`src/hdl/aabbct_pkg.sv`:
```
// Shared types, codes and offset helpers for the box collision table.
package aabbct_pkg;

    // Command codes carried by one input word.
    typedef enum logic [1:0] {
        CMD_ALLOC = 2'd0,
        CMD_FREE  = 2'd1,
        CMD_TEST  = 2'd2
    } t_cmd;

    // Result kinds.
    typedef enum logic [2:0] {
        KIND_ALLOC_OK = 3'd0,
        KIND_FULL     = 3'd1,
        KIND_FREED    = 3'd2,
        KIND_BOX_HIT  = 3'd3,
        KIND_REF_HIT  = 3'd4,
        KIND_NO_HIT   = 3'd5
    } t_kind;

    // Table select.
    localparam logic TBL_SPARE = 1'b0;
    localparam logic TBL_BOX   = 1'b1;

    // Controller states.
    typedef enum logic [2:0] {
        S_CLEAR,
        S_IDLE,
        S_ALLOC,
        S_FREE,
        S_TEST,
        S_TEST_END,
        S_REPORT
    } t_state;

    // One entry of the checked-box table.
    typedef struct packed {
        logic [15:0] left;
        logic [15:0] top;
        logic [15:0] right;
        logic [15:0] bottom;
        logic        handler;
    } t_box;

    // Controller to datapath.
    typedef struct packed {
        logic capture;
        logic scan_start;
        logic scan_go;
        logic test_go;
        logic clr_go;
        logic alloc_hit;
        logic alloc_full;
        logic free_exec;
        logic load_res;
        logic load_final;
    } t_dp_cmd;

    // Datapath to controller.
    typedef struct packed {
        logic addr_last;
        logic rd_vld;
        logic rd_free;
        logic scan_end;
        logic out_free;
    } t_dp_stat;

    // Edge difference truncated to 8 bits.
    function automatic logic signed [7:0] f_diff(input logic signed [15:0] a,
                                                 input logic signed [15:0] b);
        return $signed(a[7:0] - b[7:0]);
    endfunction

    // Halve, rounding toward zero.
    function automatic logic signed [7:0] f_half(input logic signed [7:0] v);
        logic signed [7:0] t;
        t = v[7] ? (v + 8'sd1) : v;
        return t >>> 1;
    endfunction

    // Contact offset on one axis, seen from the box or from the reference.
    function automatic logic signed [7:0] f_offset(input logic signed [15:0] bl,
                                                   input logic signed [15:0] br,
                                                   input logic signed [15:0] rl,
                                                   input logic signed [15:0] rr,
                                                   input logic from_ref);
        logic cl;
        logic cr;
        logic signed [7:0] res;
        cl = (bl <= rl);   // overlap starts at the reference edge
        cr = (br >= rr);   // overlap ends at the reference edge
        if (!cl && !cr) begin
            res = f_half(f_diff(br, bl));
        end else if (!from_ref) begin
            if (cl && cr) begin
                res = f_half(f_diff(br, bl));
            end else if (cl) begin
                res = f_diff(rl, bl);
            end else begin
                res = f_diff(rr, bl);
            end
        end else begin
            if (cl && cr) begin
                res = f_half(f_diff(rr, rl));
            end else if (cl) begin
                res = f_diff(br, rl);
            end else begin
                res = f_diff(bl, rl);
            end
        end
        return res;
    endfunction

endpackage

```
`src/hdl/aabbct_ctrl.sv`:
```
// Controller state machine: sequences clear, allocate, free and test.
module aabbct_ctrl (
    input  logic                 i_clk,
    input  logic                 i_rst_n,
    input  logic                 i_valid,
    input  logic [1:0]           i_command,
    input  aabbct_pkg::t_dp_stat i_stat,
    output aabbct_pkg::t_dp_cmd  o_cmd,
    output logic                 o_stall
);
    import aabbct_pkg::*;

    t_state   r_state;
    t_state   n_state;
    t_dp_cmd  cmd;

    always_ff @(posedge i_clk) begin
        if (!i_rst_n) begin
            r_state <= S_CLEAR;
        end else begin
            r_state <= n_state;
        end
    end

    always_comb begin
        n_state = r_state;
        cmd     = '0;
        case (r_state)
            S_CLEAR: begin
                cmd.clr_go = 1'b1;
                if (i_stat.addr_last) begin
                    n_state = S_IDLE;
                end
            end
            S_IDLE: begin
                if (i_valid) begin
                    cmd.capture = 1'b1;
                    case (t_cmd'(i_command))
                        CMD_ALLOC: begin
                            cmd.scan_start = 1'b1;
                            n_state        = S_ALLOC;
                        end
                        CMD_FREE: begin
                            n_state = S_FREE;
                        end
                        CMD_TEST: begin
                            cmd.scan_start = 1'b1;
                            n_state        = S_TEST;
                        end
                        default: begin
                            n_state = S_IDLE;   // unknown command is dropped
                        end
                    endcase
                end
            end
            S_ALLOC: begin
                if (i_stat.scan_end) begin
                    cmd.alloc_full = 1'b1;
                    n_state        = S_REPORT;
                end else begin
                    cmd.scan_go = 1'b1;
                    if (i_stat.rd_vld && i_stat.rd_free) begin
                        cmd.alloc_hit = 1'b1;
                        n_state       = S_REPORT;
                    end
                end
            end
            S_FREE: begin
                cmd.free_exec = 1'b1;
                n_state       = S_REPORT;
            end
            S_TEST: begin
                if (i_stat.scan_end) begin
                    n_state = S_TEST_END;
                end else begin
                    cmd.scan_go = i_stat.out_free;
                    cmd.test_go = i_stat.out_free;
                end
            end
            S_TEST_END: begin
                if (i_stat.out_free) begin
                    cmd.load_final = 1'b1;
                    n_state        = S_IDLE;
                end
            end
            S_REPORT: begin
                if (i_stat.out_free) begin
                    cmd.load_res = 1'b1;
                    n_state      = S_IDLE;
                end
            end
            default: begin
                n_state = S_IDLE;
            end
        endcase
    end

    assign o_cmd   = cmd;
    assign o_stall = (r_state != S_IDLE);

endmodule

```
`config.mk`:
```
export PLATFORM = sky130hd
export DESIGN_NAME = aabbct_ctrl
export DESIGN_NICKNAME = d
export VERILOG_FILES = /design/src/hdl/aabbct_pkg.sv /design/src/hdl/aabbct_ctrl.sv
export SDC_FILE = /design/constraint.sdc
export NUM_CORES = 1
export LEC_CHECK = 0
export BUFFER_PORTS_ARGS = -buffer_cell sky130_fd_sc_hd__buf_2
export CORE_AREA = 2 2 39 41
export DETAILED_ROUTE_END_ITERATION = 7
export DIE_AREA = 0 0 41 43
export PLACE_DENSITY_LB_ADDON = 0.25
export REMOVE_ABC_BUFFERS = 1
export SYNTH_ARGS = -nofsm -noshare
export SYNTH_HDL_FRONTEND = slang
export SYNTH_SLANG_ARGS = --single-unit
```
`constraint.sdc`:
```
create_clock -name i_clk -period 1.85 [get_ports i_clk]
set_input_delay 0.2775 -clock i_clk [delete_from_list [all_inputs] [get_ports i_clk]]
set_output_delay 0.2775 -clock i_clk [all_outputs]
set_load 0.05 [all_outputs]
```
### Yosys cells after proc, flatten, opt, wreduce, memory -nomap -nowiden

Cells that the tools add are included.

* bits in registers: 3
* input port bits: 10

* equal/unequal tests: 14
* muxes and demuxes: 24
* reduce and logical (&&, ||, !) cells: 6

Operator list (count)
* two-way mux 3 bit: 6
* case mux 3 bit (6 select lines): 1
* two-way mux 1 bit: 11
* == test 3 bit, second input constant: 3
* case mux 3 bit (3 select lines): 1
* two-way mux 2 bit: 4
* == test 3 x 2 -> 1 bit, second input constant: 2
* inequality test 2 bit, second input constant: 3
* AND reduction 5 bit: 1
* OR reduction 2 bit: 2
* == test 3 x 1 -> 1 bit, second input constant: 1
* zero test 3 bit: 1
* inequality test 3 x 1 -> 1 bit, second input constant: 1
* inequality test 3 bit, second input constant: 1
* == test 2 x 1 -> 1 bit, second input constant: 1
* == test 2 bit, second input constant: 1
* zero test 2 bit: 1
* inequality test 2 x 1 -> 1 bit, second input constant: 1
* case mux 1 bit (2 select lines): 1
* logical AND 1 bit: 1

### Longest topological paths before layout

* depth after elaboration: 5
* gate-level depth with buffers: 6
* depth with buffers taken out: 4

### Worst setup path after synthesis

Ideal clock, no wire load.

* path type: register to output
* from: reg r_state[0]
* to: out o_cmd[4] (netlist name)
* arrival time: 2.197 ns
* path slack: -0.625 ns
* stages on the path, launching flop included: 4
* cells stage by stage: dfxtp_1 > clkbuf_1 > nand2b_1 > nor4_1

RTL lines
* start: declaration: line aabbct_ctrl.sv:13 `t_state r_state;`
* start signal: assignment: line aabbct_ctrl.sv:21 `r_state <= n_state;`
* end: declaration: line aabbct_ctrl.sv:8 `output aabbct_pkg::t_dp_cmd o_cmd,`

==> flow_summary.yaml <==
drt:
  first_iter_violations: 4
  vias_per_cell: 4.716
  final_antenna_net_count: 0
  routedWlPerCell_um: 11.53
  vias: 415
  routed_wl_um: 1015
  firstDrtPassIters: 4
  drc: 0
die:
  num_rows: 14
  initial_core_util: 0.2423
  die_area_mm2: 0.001763
  die_h_um: 43
  core_mm2: 0.001384
  io-pin-count: 21
  die_w_um: 41
place:
  pre_cts_slack_ps: 303.9
  dp_hpwl_um: 753.7
  io_buffers: 20
  globalplace.congestion: 0.7063
  place_inst: 84
cells_and_area:
  regMostFlops: "r_state"
  drive_above_1_share: 0.4028
  final_nets: 83
  largest_reg_flops: 3
  top_regs: "r_state (3)"
  fillerInstances: 161
  fin_util: 0.3499
  syn2layout_area_growth_pct: 44.40
  diodes: 0
  fin_cells: 88
setup_path:
  reg2reg_from: "r_state[1]$_SDFFE_PN0P_"
  criticalPathCategory: "reg -> out"
  crit_path_start: "r_state[0]$_SDFFE_PN0P_"
  crit_path_max_fanout: 8
  required_ps: 1570
  crit_path_start_kind: "flop"
  rrSetupSlack_ps: 450
  crit_arrival_ps: 1460
  reg2reg_depth: 5
  cp-end-kind: "output port"
  r2r_end: "r_state[2]$_SDFFE_PN0P_"
timing:
  fmax_ghz: 0.5764
  setup_ws_ps: 115.2
  min_period_ps: 1735
  worst_pin_slew_ps: 345.3
  timing_hold_violations_final: 0
  relSlewSlack: 0.7677
  timing.hold.ws_ps: 336.4
  setup_viol: 0
  slew_viol_final: 0
  fin_skew_ps: 3.698
  post-route-period-util: 0.9377
clocking:
  clockRootBuffer: "clkbuf_4"
  clkTransAtPathRegs_ps: 40
  cts_buffer_depth: 2
  h-tree-depth: 1
  ctsHoldBuffers: 0
  cts_made_buffers: 3
  cts_sinks: 3
  clk_latency_ps: 240
  cts_tree: "done"
synth:
  netlist_instances: 49
  synth-main-ff-cell: "dfxtp_1"
  yosysSeqAreaShare: 0.1791
  yosys_warnings: 0
  ys_seq_elements: 3
  synth_top_area_frac: 0.1791
  yosys.area.top_type: "dfxtp_1"
  avgSynthCellArea_um2: 6.843
  synthArstFlopShare: 0
  netlist_area_um2: 335.3
  yosys.cell_types.count: 23
  synthTopCellsByArea: "dfxtp_1 18%, mux2i_1 9.0%, a21oi_1 6.0%"
  synth_edf_count: 0
  synth_common_cells: "4 x a21oi_1, 4 x inv_1, 4 x nand2_1, 4 x nor2_1, 4 x o21ai_0"
status:
  status: "complete, no violations"
global_routing:
  antenna_found_initial: 0
  gr-usage-all-layers: 0.1271
  grt_pass1_wl_um: 1524
  grt_pass1_vias: 353
  grt_start_max_net_pins: 11
  overflow: 0
worst_hold_path:
  hold_depth: 3
  hp-start: "i_rst_n"
  whs_endpoint: "r_state[1]$_SDFFE_PN0P_"
  hold_class: "in -> reg"
power_and_ir_drop:
  peakVddDrop_v: 0.0004582
  p_leak_nw: 0.2377
  powerDensity_mw_per_mm2: 1547
run:
  maxCapViolCount: 0
==> logic make-up (layout without fill, tap and decap cells) <==
group	after synthesis	in the layout	synth area share
compound gates	13	13	0.2575
buf+inv	8	31	0.1194
flops	3	3	0.1791
mux	3	3	0.08956
simple gates	22	22	0.3545
==> through the flow <==
stage / power, mW / area [µm²] / TNS (ps)
after floorplan: 0.4892 / 310.3 / -2797
after global placement: 0.6245 / 452.9 / 0
after detailed placement: 0.6263 / 452.9 / 0
after CTS: 0.7488 / 479.2 / 0
after global routing: 0.8085 / 484.2 / -18.85
final: 0.7489 / 484.2 / 0
==> layer usage <==
metal  wire (µm)  global-route usage
met1         486              0.1720
met3          64             0.06283
met2         464              0.1813
met4           0             0.02000
met5           0                   0
==> critical path: stages, from the launching register on <==
cell and delay, ps:
dfxtp_1 440, nor2b_2 260, nand2_1 100, nor3_1 150, clkbuf_4 260
==> placed cells by master, fill, tap and decap left out <==
master    instances
buf_2            19
inv_1             4
nand2_1           4
nor2_1            4
a21oi_1           4
o21ai_0           4
clkbuf_4          4
nor3_1            3
nor4_1            3
mux2i_1           3
buf_4             3
dfxtp_1           3
and3_1            2
nand3_1           2
nand2b_1          1
nor3b_1           1
nor2b_2           1
a311o_1           1
and4bb_1          1
a211oi_2          1
o31ai_2           1
o21ai_1           1
a31oi_1           1
clkbuf_1          1
==> cell type report <==
type | count | area [µm²] | area share
multi-input cells | 38 | 237.7 | 0.4910
repair buffers | 23 | 125.1 | 0.2584
well taps | 16 | 20.02 | 0.04134
clock buffers | 4 | 26.28 | 0.05426
flip-flops and latches | 3 | 60.06 | 0.1240
inverters | 4 | 15.01 | 0.03101
==> what timing repair did <==
item	CTS	global route
setup endpoints to repair	0	1
setup buffers	0	0
gates resized for setup	0	2
==> worst max-delay path by stage <==
stage / endpoint / slack [ps] / cells past startpoint
6_report: o_cmd[8] / 120 / 4
5_1_grt: o_cmd[8] / -20 / 4
4_1_cts: o_cmd[8] / 50 / 4
3_5_place_dp: o_cmd[8] / 300 / 4
3_3_place_gp: o_cmd[8] / 380 / 4
2_1_floorplan: o_cmd[8] / -730 / 3
==> report_power, final <==
part / internal, mW / switching (mW) / total (mW)
Sequential: 0.0874 / 0.0415 / 0.129
Combinational: 0.163 / 0.339 / 0.502
Clock: 0.0810 / 0.0371 / 0.118
Total: 0.331 / 0.418 / 0.749
Note: power is estimated with default switching activity, not from simulation.
